`config.mk`:
```
export PLATFORM = sky130hd
export DESIGN_NAME = dtpy_front
export DESIGN_NICKNAME = d
export VERILOG_FILES = /design/src/hw/rtl/dtpy_pkg.sv /design/src/hw/rtl/dtpy_front.sv
export SDC_FILE = /design/constraint.sdc
export NUM_CORES = 1
export LEC_CHECK = 0
export ABC_AREA = 1
export CORE_MARGIN = 5
export CORE_UTILIZATION = 35
export CTS_BUF_LIST = sky130_fd_sc_hd__clkbuf_8 sky130_fd_sc_hd__clkbuf_16
export CTS_CLUSTER_SIZE = 30
export DETAILED_ROUTE_END_ITERATION = 8
export DONT_BUFFER_PORTS = 1
export PLACE_DENSITY = 0.56
export SLEW_MARGIN = 5
export SYNTH_ARGS = -nofsm -noshare
export SYNTH_HDL_FRONTEND = slang
export SYNTH_SLANG_ARGS = --single-unit
```
`constraint.sdc`:
```
create_clock -name clk -period 6.15 [get_ports clk]
set_input_delay 0.615 -clock clk [delete_from_list [all_inputs] [get_ports clk]]
set_output_delay 0.615 -clock clk [all_outputs]
set_load 0.02 [all_outputs]
```
`src/hw/rtl/dtpy_pkg.sv`:
```
// ----------------------------------------------------------------------------
// dtpy_pkg - shared types and constants for direction_to_pitch_yaw
// Datapath widths, CORDIC gain constant and the per-stage arctangent table
// generator used by the cells.
// ----------------------------------------------------------------------------
`default_nettype none

package dtpy_pkg;

  // difference of two 32-bit coordinates
  localparam int DIFF_W  = 33;
  // CORDIC x/y datapath
  localparam int XY_W    = 64;
  // angle accumulator, degrees in Q30 (|angle| < 100 deg)
  localparam int ZW      = 40;
  // differences are scaled up by this many guard bits
  localparam int GUARD   = 24;
  // CORDIC gain limit in Q30, split for two narrow multipliers
  localparam logic [30:0] KQ30 = 31'd1768195363;
  localparam logic [63:0] DEG_PER_RAD_Q24 = 64'd961263669;

  localparam int PITCH_W = 24;
  localparam int YAW_W   = 26;

  typedef logic signed [XY_W-1:0] xy_t;
  typedef logic signed [ZW-1:0]   ang_t;
  typedef logic signed [DIFF_W-1:0] diff_t;

  // flags that ride along with an item
  typedef struct packed {
    logic dz_neg;
    logic degen;
    logic zero_h;
    logic dy_neg;
  } flags_t;

  // atan(2^-i) in degrees, Q30; worked out at elaboration only
  function automatic logic [63:0] atan_deg_q30(input int i);
    logic [63:0] acc;
    logic [63:0] term;
    int          e;
    acc = 64'd0;
    if (i == 0) begin
      return 64'd45 << 30;
    end
    for (int k = 0; k < 63; k++) begin
      e = 62 - (2 * k + 1) * i;
      if (e >= 0) begin
        term = (64'd1 << e) / 64'(2 * k + 1);
        if (k % 2 == 1) begin
          acc = acc - term;
        end else begin
          acc = acc + term;
        end
      end
    end
    return ((acc >> 28) * DEG_PER_RAD_Q24) >> 28;
  endfunction

endpackage

`default_nettype wire

```
`src/hw/rtl/dtpy_front.sv`:
```
// ----------------------------------------------------------------------------
// dtpy_front - difference vector and CORDIC operand preparation
// Two register stages: exact differences, then scaled operands, flags and
// the two partial products of K*dy.
// ----------------------------------------------------------------------------
`default_nettype none

module dtpy_front (
  input  wire logic                 clk,
  input  wire logic                 rst_n,
  input  wire logic                 en,
  input  wire logic                 v_i,
  input  wire logic [191:0]         pts_i,   // from_x, from_y, from_z, to_x, to_y, to_z
  output logic                      v_o,
  output dtpy_pkg::xy_t             x_o,
  output dtpy_pkg::xy_t             y_o,
  output dtpy_pkg::xy_t             ky_o,
  output dtpy_pkg::flags_t          flg_o
);
  import dtpy_pkg::*;

  logic               v1_r;
  diff_t              dx_r, dy_r, dz_r;
  logic               v2_r;
  xy_t                x_r, y_r;
  logic signed [49:0] p0_r;
  logic signed [48:0] p1_r;
  flags_t             flg_r;

  diff_t              dx_nxt, dy_nxt, dz_nxt;
  logic signed [33:0] adz;

  // exact 33-bit differences
  always_comb begin
    dx_nxt = $signed({pts_i[127], pts_i[127:96]}) - $signed({pts_i[31], pts_i[31:0]});
    dy_nxt = $signed({pts_i[159], pts_i[159:128]}) - $signed({pts_i[63], pts_i[63:32]});
    dz_nxt = $signed({pts_i[191], pts_i[191:160]}) - $signed({pts_i[95], pts_i[95:64]});
    adz    = dz_r[DIFF_W-1] ? -34'(dz_r) : 34'(dz_r);
  end

  always_ff @(posedge clk) begin
    if (!rst_n) begin
      v1_r <= 1'b0;
      v2_r <= 1'b0;
    end else if (en) begin
      v1_r <= v_i;
      v2_r <= v1_r;
    end
  end

  // payload stages
  always_ff @(posedge clk) begin
    if (en) begin
      dx_r         <= dx_nxt;
      dy_r         <= dy_nxt;
      dz_r         <= dz_nxt;
      x_r          <= XY_W'(adz) <<< GUARD;
      y_r          <= XY_W'(dx_r) <<< GUARD;
      p0_r         <= dy_r * $signed({1'b0, KQ30[15:0]});
      p1_r         <= dy_r * $signed({1'b0, KQ30[30:16]});
      flg_r.dz_neg <= dz_r[DIFF_W-1];
      flg_r.degen  <= (dx_r == '0) && (dy_r == '0) && (dz_r == '0);
      flg_r.zero_h <= (dx_r == '0) && (dz_r == '0);
      flg_r.dy_neg <= dy_r[DIFF_W-1];
    end
  end

  // K*dy, floor-shifted down to the guard scale
  assign ky_o  = ((XY_W'(p1_r) <<< 16) + XY_W'(p0_r)) >>> (30 - GUARD);
  assign v_o   = v2_r;
  assign x_o   = x_r;
  assign y_o   = y_r;
  assign flg_o = flg_r;

endmodule

`default_nettype wire

```
==> results.cfg <==
[yosys]
synth_async_sr_flop_share_pct = 0
ys.flop_type = edfxtp_1
ys_seq_area_share_pct = 20.21
synth-edff-count = 260
syn_inst = 5459
ys_ff_latch = 262
yosysTopAreaCellShare_pct = 20.10
syn_area_per_cell_sq_um = 7.114
ys_types = 45
yosysWarnings = 0
synth_area_sq_um = 38840
synth.largest_area_cell = edfxtp_1
netlist_top_cells_area = edfxtp_1, ha_1, nand2_1

[cts]
clock_sinks = 262
cts_buffer_depth = 3
cts-hold-fix-buffers = 0
cts_tree = built
clockRootBuffer = clkbuf_16
cts_resized = 0
clock_latency_ps = 600
cts_setup_buffers = 0
cts_made_buffers = 36
htree_levels = 2
path_clk_slew_ps = 70

[die]
die_y_microns = 343.1
core_area_sq_um = 110500
rows = 122
dieWidth_microns = 343.1
dieArea_sq_um = 117700
num_io_pins = 393
start_util_pct = 35.14

[global_route]
first_global_vias = 33419
grt_overflow = 0
grt_max_degree = 264
grt_pass1_wl_mm = 193.4
track_usage_pct = 21.33
antenna_found_initial = 1

[detailed_routing]
viasPerCell = 4.716
wl_mm = 126.6
firstDrtPassIters = 5
num_vias = 33056
post-route-drc-count = 0
drt-initial-drc-count = 2154
wl_per_cell_microns = 18.07
ant_nets = 0

[setup_path]
slowest_stage = edfxtp_1
reg2reg_depth = 19
critical_path_depth = 19
slowest_delay_ps = 740
worstPathCellList = inv_1, ha_1, fa_1, fa_1, inv_1, fa_1, inv_1, fa_1, inv_1, fa_1, inv_1, ha_1, nand2_1, nor2_1, nand2_1, nor3b_2, nand3_1, nand4_1, nand2_1
cp.required_ps = 6520
timing.critical_path.buf_inv = 5
crit_path_start_kind = flop
worst_setup_path_end_kind = flop
critPathTopFamily = adder cells
crit_type = flop to flop
crit_fanout = 9
cp.arrival_ps = 6000

[placement]
gp_congestion = 0.9759
port_buffers = 0
place_hpwl_mm = 111.0

[timing]
whs_ps = 153.4
slew_headroom_pct = 45.70
final.setup.tns_ps = 0
hold_viol = 0
period_needed_ps = 5638
finalSetupViolCount = 0
fmax_mhz = 177.4
grt_setup_unrepaired = no
drv_slew = 0
worstMarginPinSlew_ps = 814.5
clock_skew_ps = 31.17
fin_crit_sh_pct = 91.67

[cells_and_area]
num-fill-cells = 11944
drive_gt1_share_pct = 3.297
antenna_cells = 0
num-nets-final = 6475
syn_to_final_growth_pct = 7.594

[hold_path]
hold_depth = 2
holdCritPathClass = input pin to flop

[run]
maxCapViolCount = 0

[run_status]
outcome = finished clean
## registers in the layout (all words and copies together) (netlist names)
name / cells
p0_r: 45
flg_o: 4
dz_r: 33
dy_r: 33
p1_r: 45
y_o: 33
x_o: 34
v1_r: 1
dx_r: 33
v_o: 1
## layer usage
layer | up-vias | wire (microns) | part of all wire (%) | GRT usage (%)
met5 | - | 0 | 0 | 0
met4 | 0 | 3252 | 2.6 | 5.150
met3 | 151 | 6495 | 5.1 | 2.940
met2 | 827 | 58920 | 47 | 36.10
met1 | 15513 | 57970 | 46 | 28.93
li1 | 16565 | - | - | -
## worst register-to-register path, stage by stage, from the launching register on
cell	delay, ps
edfxtp_1	740
inv_1	180
ha_1	390
fa_1	460
fa_1	530
inv_1	50
fa_1	470
inv_1	50
fa_1	480
inv_1	50
fa_1	470
inv_1	40
ha_1	430
nand2_1	150
nor2_1	230
nand2_1	160
nor3b_2	250
nand3_1	130
nand4_1	110
nand2_1	60
## final timing paths
path | endpoint | slack, ps | startpoint
worst max register to register | p1_r[40]$_DFFE_PP_ | 510 | dy_r[13]$_DFFE_PP_
worst min register to register | y_o[25]$_DFFE_PP_ | 440 | dx_r[1]$_DFFE_PP_
worst min-delay path | v1_r$_SDFFE_PN0P_ | 150 | rst_n
worst max-delay path | p1_r[40]$_DFFE_PP_ | 510 | dy_r[13]$_DFFE_PP_
## cell type report
cell class | count | area [sq um] | share of cell area [%]
repair buffers | 35 | 262.8 | 0.6288
inverters | 1384 | 5195 | 12.43
well taps | 1488 | 1862 | 4.456
clock buffers | 36 | 900.9 | 2.156
flip-flops and latches | 262 | 7848 | 18.78
clock inverters | 30 | 372.9 | 0.8923
multi-input cells | 3774 | 25340 | 60.65
## cell usage after synthesis, types with 2 or more instances
master	instances
nor4_1	16
nor3b_1	2
nor3_2	6
fa_1	282
a21oi_1	204
inv_1	1375
clkbuf_1	5
o21a_1	10
buf_2	2
a21o_1	8
a31oi_1	4
ha_1	504
o21bai_1	12
dfxtp_1	2
inv_2	8
nand2_2	24
xor2_1	135
xnor2_1	36
nand3b_1	2
o21ai_2	8
nor3_1	22
and2_1	8
nor2_1	386
edfxtp_1	260
nand2_1	1666
buf_4	80
nor2_2	22
o21bai_2	3
o21ai_0	76
nand4_1	55
nand3_2	9
nor2_4	2
nand3_1	210
or2_2	4
## per-stage QoR
stage          instance area [sq um]  setup slack [ps]  instances  util [%]
6_report                       41790             512.3       7009     37.81
5_1_grt                        41790             216.0       7009     37.81
4_1_cts                        41790             518.7       7009     37.81
3_5_place_dp                   40510             516.2       6943     36.66
3_3_place_gp                   40510             560.9       6943     36.66
2_1_floorplan                  39020              1191       5507         -
## cells in the final DEF (no fill, tap or decap), drive strengths merged
cell	synthesis	final
a21o	8	8
a21oi	205	205
a31oi	4	4
and2	9	9
and3	1	1
buf	82	35
bufinv	0	7
clkbuf	5	36
clkinv	1	8
clkinvlp	0	7
conb	1	49
dfxtp	2	2
edfxtp	260	260
fa	282	282
ha	504	504
inv	1383	1392
nand2	1690	1690
nand3	219	219
nand3b	2	2
nand4	55	55
nor2	410	410
nor3	28	28
nor3b	3	3
nor4	16	16
o211ai	2	2
o21a	10	10
o21ai	85	85
o21bai	15	15
o31ai	1	1
or2	5	5
xnor2	36	36
xor2	135	135
## cells by family (layout without fill, tap and decap cells)
group / Yosys count / in the layout / share of synthesized area, %
and+or+nand+nor: 2438 / 2438 / 25.51
buffers and inverters: 1471 / 1485 / 15.00
other: 1 / 49 / 0.009656
AOI/OAI and AO/OA: 330 / 330 / 4.649
adders and majority gates: 786 / 786 / 30.77
xor gates and xnor gates: 171 / 171 / 3.856
DFF: 262 / 262 / 20.21
Power is not shown: default switching activity piles up to over one toggle a cycle in this logic, so the estimate is an artifact.
