===== config.mk =====
export PLATFORM = sky130hd
export DESIGN_NAME = dtpy_finish
export DESIGN_NICKNAME = d
export VERILOG_FILES = /design/src/hw/rtl/dtpy_pkg.sv /design/src/hw/rtl/dtpy_finish.sv
export SDC_FILE = /design/constraint.sdc
export NUM_CORES = 1
export LEC_CHECK = 0
export BUFFER_PORTS_ARGS = -buffer_cell sky130_fd_sc_hd__buf_2
export CAP_MARGIN = 20
export CORE_AREA = 4 4 91 93
export DETAILED_ROUTE_END_ITERATION = 8
export DIE_AREA = 0 0 95 97
export GPL_ROUTABILITY_DRIVEN = 0
export PLACE_DENSITY = 0.76
export SYNTH_ARGS = -nofsm -noshare
export SYNTH_HDL_FRONTEND = slang
export SYNTH_SLANG_ARGS = --single-unit

===== constraint.sdc =====
create_clock -name vclk -period 10.9
set_input_delay 1.09 -clock vclk [all_inputs]
set_output_delay 1.09 -clock vclk [all_outputs]
set_load 0.01 [all_outputs]

===== src/hw/rtl/dtpy_pkg.sv =====
// ----------------------------------------------------------------------------
// dtpy_pkg - shared types and constants for direction_to_pitch_yaw
// Datapath widths, CORDIC gain constant and the per-stage arctangent table
// generator used by the cells.
// ----------------------------------------------------------------------------
`default_nettype none

package dtpy_pkg;

  // difference of two 32-bit coordinates
  localparam int DIFF_W  = 33;
  // CORDIC x/y datapath
  localparam int XY_W    = 64;
  // angle accumulator, degrees in Q30 (|angle| < 100 deg)
  localparam int ZW      = 40;
  // differences are scaled up by this many guard bits
  localparam int GUARD   = 24;
  // CORDIC gain limit in Q30, split for two narrow multipliers
  localparam logic [30:0] KQ30 = 31'd1768195363;
  localparam logic [63:0] DEG_PER_RAD_Q24 = 64'd961263669;

  localparam int PITCH_W = 24;
  localparam int YAW_W   = 26;

  typedef logic signed [XY_W-1:0] xy_t;
  typedef logic signed [ZW-1:0]   ang_t;
  typedef logic signed [DIFF_W-1:0] diff_t;

  // flags that ride along with an item
  typedef struct packed {
    logic dz_neg;
    logic degen;
    logic zero_h;
    logic dy_neg;
  } flags_t;

  // atan(2^-i) in degrees, Q30; worked out at elaboration only
  function automatic logic [63:0] atan_deg_q30(input int i);
    logic [63:0] acc;
    logic [63:0] term;
    int          e;
    acc = 64'd0;
    if (i == 0) begin
      return 64'd45 << 30;
    end
    for (int k = 0; k < 63; k++) begin
      e = 62 - (2 * k + 1) * i;
      if (e >= 0) begin
        term = (64'd1 << e) / 64'(2 * k + 1);
        if (k % 2 == 1) begin
          acc = acc - term;
        end else begin
          acc = acc + term;
        end
      end
    end
    return ((acc >> 28) * DEG_PER_RAD_Q24) >> 28;
  endfunction

endpackage

`default_nettype wire


===== src/hw/rtl/dtpy_finish.sv =====
// ----------------------------------------------------------------------------
// dtpy_finish - angle rounding, clamping, mirroring and special cases
// Turns the two Q30 CORDIC angles into the output pitch and yaw fields.
// ----------------------------------------------------------------------------
`default_nettype none

module dtpy_finish #(
  parameter int ANGLE_FRAC_BITS = 16
) (
  input  dtpy_pkg::ang_t                  ya_i,
  input  dtpy_pkg::ang_t                  ea_i,
  input  dtpy_pkg::flags_t                flg_i,
  output logic [dtpy_pkg::PITCH_W-1:0]    pitch_o,
  output logic [dtpy_pkg::YAW_W-1:0]      yaw_o
);
  import dtpy_pkg::*;

  localparam int   SH    = 30 - ANGLE_FRAC_BITS;
  localparam ang_t LIM   = ZW'(90) <<< ANGLE_FRAC_BITS;
  localparam ang_t HALFC = ZW'(180) <<< ANGLE_FRAC_BITS;
  localparam ang_t HALF  = ZW'(1) <<< (SH - 1);

  ang_t yr, er, yc, ec, pitch, yaw;

  always_comb begin
    // round half up, then clamp to +/-90 degrees
    yr = (ya_i + HALF) >>> SH;
    er = (ea_i + HALF) >>> SH;
    yc = (yr > LIM) ? LIM : ((yr < -LIM) ? -LIM : yr);
    ec = (er > LIM) ? LIM : ((er < -LIM) ? -LIM : er);
    pitch = -ec;
    yaw   = flg_i.dz_neg ? -HALFC - yc : yc;
    // straight up or down, and the zero vector
    if (flg_i.degen) begin
      pitch = '0;
      yaw   = '0;
    end else if (flg_i.zero_h) begin
      pitch = flg_i.dy_neg ? LIM : -LIM;
      yaw   = '0;
    end
    pitch_o = pitch[PITCH_W-1:0];
    yaw_o   = yaw[YAW_W-1:0];
  end

endmodule

`default_nettype wire


==> results of run 1 <==
## layer usage
metal  part of all wire (%)  vias up  track usage, %
li1                       -     2430               -
met1                     43     2229            33.3
met2                     47      281            41.5
met3                    8.5       22           0.389
met4                    1.4        0            4.66
met5                      0        -               0
## power by group
group          switching [uW]  internal [uW]  leakage [uW]
sequential                  0              0             0
combinational            80.2           50.5       0.00161
clock                       0              0             0
## worst paths after layout
| kind | start | endpoint | cells after the start |
|---|---|---|---|
| setup / recovery | ea_i[13] | pitch_o[20] | 20 |
| hold / removal | flg_i[2] | pitch_o[17] | 3 |
## critical path, delay by kind of cell
family,cells,cell delay [ps]
compound gates,6,1150
xor+xnor,1,90
fa+ha+maj,2,770
buf+inv,3,490
mux,1,260
simple gates,7,2780
## kinds of logic (layout without fill, tap and decap cells)
kind of cell               Yosys count  in the layout
AOI/OAI and AO/OA                  146            146
xor gates and xnor gates            66             66
adders and majority gates            4              4
buffers and inverters               44            116
muxes                               13             13
and+or+nand+nor                    339            339
## metrics by stage
step                cells  util (%)  setup WS, ps  power (uW)
finish                786      55.7          3150         131
floorplan             612         -          4230        87.4
detailed placement    786      55.7          3290         128
CTS                   786      55.7          3260         129
global placement      786      55.7          3410         125
global route          786      55.7          2690         144
## synth_stat cells, types with 3 or more instances
cell	number
nor4b_1	5
o21a_1	8
and4_1	5
nor4_1	19
o31ai_1	7
and2_1	8
nand3b_1	3
clkbuf_1	23
o31a_1	5
a31oi_1	17
or4_1	6
o32ai_1	3
nor3b_1	4
o21ai_0	23
mux2i_1	9
o22ai_1	5
nor3_1	36
nand4_1	20
xnor2_1	46
or2_2	9
nand3_1	34
a21oi_1	35
a21o_1	3
nand2_1	71
nand2b_1	11
mux2_2	3
nor2_1	71
ha_1	4
or3_1	12
o21ai_1	3
a211oi_1	3
buf_2	9
o21bai_1	5
nor2b_1	5
inv_1	7
xor2_1	20
and3_1	13
## final cells by class
| cell class | count | area (um2) | area share [%] |
|---|---|---|---|
| Inverter | 7 | 26.3 | 0.627 |
| Multi-Input combinational cell | 568 | 3490 | 83.3 |
| Timing Repair Buffer | 109 | 548 | 13.1 |
| Tap cell | 102 | 128 | 3.04 |
## cells in the final DEF, fill, tap and decap left out, types with 8 or more instances in the layout
| cell type | instances |
|---|---|
| buf_2 | 108 |
| nand2b_1 | 11 |
| a21oi_1 | 35 |
| a31oi_1 | 17 |
| o21a_1 | 8 |
| nand3_1 | 34 |
| or3_1 | 12 |
| nor2_1 | 71 |
| or2_2 | 9 |
| and2_1 | 8 |
| xnor2_1 | 46 |
| xor2_1 | 20 |
| nor4_1 | 19 |
| nand2_1 | 71 |
| nor3_1 | 36 |
| mux2i_1 | 9 |
| and3_1 | 13 |
| nand4_1 | 20 |
| o21ai_0 | 23 |
==> summary.txt, run 1 <==
complex-gate fraction of the synthesized area: 26.4%
initial antenna violation count: 0
Final nets: 774
status: finished clean
Max stage delay on crit path: 910 ps
share of cells above drive strength 1: 19.0%
Final Hold Viols: 0
share of the synthesized area in the top cell type: 11.0%
CP Class: in2out
max-slew violation count: 0
total setup buffers inserted after CTS: 0
ANT cells: 0
cts hold-fix bufs: 0
vias in the first global route: 4349
Avg WL per Cell: 15.1 um
fmax: 129 MHz
sequential cells: 0
CLK BUF: 0
XOR/XNOR Fraction of Synth Area: 15.7%
PostCTS Resize Cnt: 0
Congestion Overflow GR: 0
Total GRT Usage: 24.1%
Cells after Synth: 612
CP required: 9810 ps
CP Launch Type: primary input
row cnt: 32
routed vias/inst: 6.31
# Max-Cap Violations: 0
P_leak: 0.00161 uW
Worst VDD drop: 0.0000181 V
Core ar.: 0.00753 mm2
largest family of logic cells by synthesized area: simple AND/OR/NAND/NOR gates
register area: 0 um2
unrepaired setup endpoints after global routing: false
Worst Path Max Fanout: 13
HP Class: in2out
Placement Cell Area: 0.00419 mm2
fin crit period: 7750 ps
Final setup viols: 0
initial DRC count: 334
Final Cell Area: 0.00419 mm2
Final ANT Viol Nets: 0
Filler cells: 787
Initial Utilization: 48.8%
sequential area share after synthesis: 0%
Die H: 97 um
cells along the critical path: buf_2 -> ha_1 -> nand4_1 -> nor4_1 -> mux2i_1 -> a22oi_1 -> nor4b_1 -> nand3_1 -> a21oi_1 -> buf_4 -> nand2_1 -> ha_1 -> o21ai_0 -> nor4_1 -> nor3b_1 -> a21oi_1 -> a21oi_1 -> xnor2_1 -> a31oi_1 -> buf_2
port bufs: 108
synth warn: 0
first-pass GRT wire length: 19.5 mm
mapped cell area: 0.00367 mm2
PD cells: 31.2 mW/mm2
Setup TNS: 0 ps
chip width: 95 um
syn nets: 700
I/O Pins: 134
largest net degree at the start of global routing: 35
fin crit share: 71.1%
CP arrival: 6660 ps
Max-slew headroom: 34.2%
Simple-Gate Fraction of Synth Area: 47.8%
First-pass DRT Iterations: 5
synth unique cells: 68
Post-Route Hold Slack: 2510 ps
DRT Wirelength: 11.8 mm
Area growth syn-to-layout: 14.1%
Least-Margin Pin Slew: 978 ps
Adder-Cell Fraction of Synth Area: 1.36%
cell repeated most along the worst path: a21oi_1
syn_area_per_cell: 6.00 um2
DR vias: 4962
Setup crit end kind: output pin
multiplexer share of the synthesized area: 3.68%
DIE AREA: 0.00922 mm2
largest area contributor in the synthesized netlist: xnor2_1
Post-DP HPWL: 9.49 mm
top post-synthesis cells by area: xnor2_1, nand2_1, nor2_1
Slowest cell on crit path: nor4_1
drc violations: 0
Note: power is estimated with default switching activity, not from simulation.
==> run 2: changes to the inputs <==
CORE_AREA = 4 4 93 95   (was 4 4 91 93)
DIE_AREA = 0 0 97 99   (was 0 0 95 97)
clock period = 6.6 ns   (was 10.9 ns; I/O delays follow)
==> summary.txt, run 2 (synthesized netlist as in run 1, its figures left out) <==
share of cells above drive strength 1: 20.5% (+1.5 points)
Final nets: 782 (+1.0%)
DRT Wirelength: 12.3 mm (+4.3%)
max-slew violation count: 0 (unchanged)
PostCTS Resize Cnt: 0 (unchanged)
Final Hold Viols: 0 (unchanged)
Total GRT Usage: 23.7% (-0.39 points)
pre-CTS setup slack: 344 ps (-2950 ps)
Buffers & Inverters on Critical Path: 2 (-1)
Slowest cell on crit path: or4_4
I/O Pins: 134 (unchanged)
CP required: 5940 ps (-3870 ps)
Post-DP HPWL: 9.74 mm (+2.6%)
CLK BUF: 0 (unchanged)
largest net degree at the start of global routing: 35 (unchanged)
drc violations: 0 (unchanged)
fin crit period: 6080 ps
most common cell after layout, fill and taps aside: buf_2
Die H: 99 um (+2.1%)
unrepaired setup endpoints after global routing: false
CP Launch Type: primary input
CP arrival: 5420 ps (-1240 ps)
Worst VDD drop: 0.0000254 V (+40%)
status: finished clean
DR vias: 5026 (+1.3%)
CP top delay family: simple AND/OR/NAND/NOR gates
Core Util, Final: 55.3% (-0.39 points)
cells along the critical path: buf_2 -> ha_1 -> nand4_2 -> or4_4 -> o31a_1 -> nor2_1 -> a31oi_1 -> o211a_1 -> a21o_1 -> nand2_1 -> ha_1 -> nand2b_1 -> a21oi_1 -> nand4_1 -> or2_2 -> nor3_2 -> a21boi_2 -> or3b_1 -> a31oi_1 -> buf_2
most frequent cells in the layout: buf_2, nor2_1, nand2_1
Max-slew headroom: 44.0% (+9.8 points)
fin crit share: 92.1%
first-pass GRT wire length: 20.4 mm (+4.8%)
vias in the first global route: 4556 (+4.8%)
row cnt: 32 (unchanged)
port bufs: 108 (unchanged)
Core ar.: 0.00773 mm2 (+2.7%)
sequential cells: 0 (unchanged)
met2 usage: 40.9% (-0.67 points)
PD cells: 51.4 mW/mm2 (+65%)
met3 Use GR: 1.77% (+1.4 points)
initial antenna violation count: 0 (unchanged)
ANT cells: 0 (unchanged)
fmax: 165 MHz
P_leak: 0.00165 uW (+2.7%)
Final WS setup: 523 ps (-2630 ps)
cts hold-fix bufs: 0 (unchanged)
Least-Margin Pin Slew: 837 ps (-141 ps)
Avg WL per Cell: 15.5 um (+3.2%)
Final setup viols: 0 (unchanged)
Setup TNS: 0 ps (unchanged)
Initial Utilization: 47.5% (-1.3 points)
total setup buffers inserted after CTS: 0 (unchanged)
CP Class: in2out
Congestion Overflow GR: 0 (unchanged)
Worst Path Max Fanout: 9 (-4)
DIE AREA: 0.00960 mm2 (+4.2%)
Final ANT Viol Nets: 0 (unchanged)
# Max-Cap Violations: 0 (unchanged)
grt peak-use layer: met2
Max stage delay on crit path: 630 ps (-280 ps)
First-pass DRT Iterations: 6 (+1)
Area growth syn-to-layout: 16.4%
HP Class: in2out
met1 global-route usage: 31.9% (-1.4 points)
routed vias/inst: 6.33 (+0.27%)
initial DRC count: 302 (-9.6%)
register area: 0 um2 (unchanged)
chip width: 97 um (+2.1%)
Setup crit end kind: output pin
run 2: cell types whose count changed in the layout (fill, tap and decap cells not counted), sizes merged:
cell	change
buf	+8
run 2: stage by stage:
step	power, uW	hold slack [ps]	instances	cell area, um2
after floorplan	144	1360	612	3670
after global placement	209	1670	794	4250
after detailed placement	214	1680	794	4250
after CTS	215	1670	794	4250
after global routing	241	1710	794	4270
final	220	1680	794	4270
run 2: worst paths after layout:
kind / start / end / slack, ps / depth (start not counted)
worst max-delay path: ya_i[13] / yaw_o[22] / 520 / 20
worst min-delay path: flg_i[2] / pitch_o[17] / 1680 / 3
run 2: layout make-up:
cell class	count	area (um2)
multi-input cells	568	3510
repair buffers	117	608
fillers	777	3450
well taps	102	128
inverters	7	26.3
run 2: power by group:
group / leakage (uW) / internal [uW] / switching (uW) / total [uW]
registers: 0 / 0 / 0 / 0
clock network: 0 / 0 / 0 / 0
logic: 0.00165 / 84.5 / 135 / 220
run 2: metal layers:
metal	share of wire [%]	wire length (um)
met1	42	5200
met2	47	5750
met3	9.1	1130
met4	2.1	254
met5	0	0
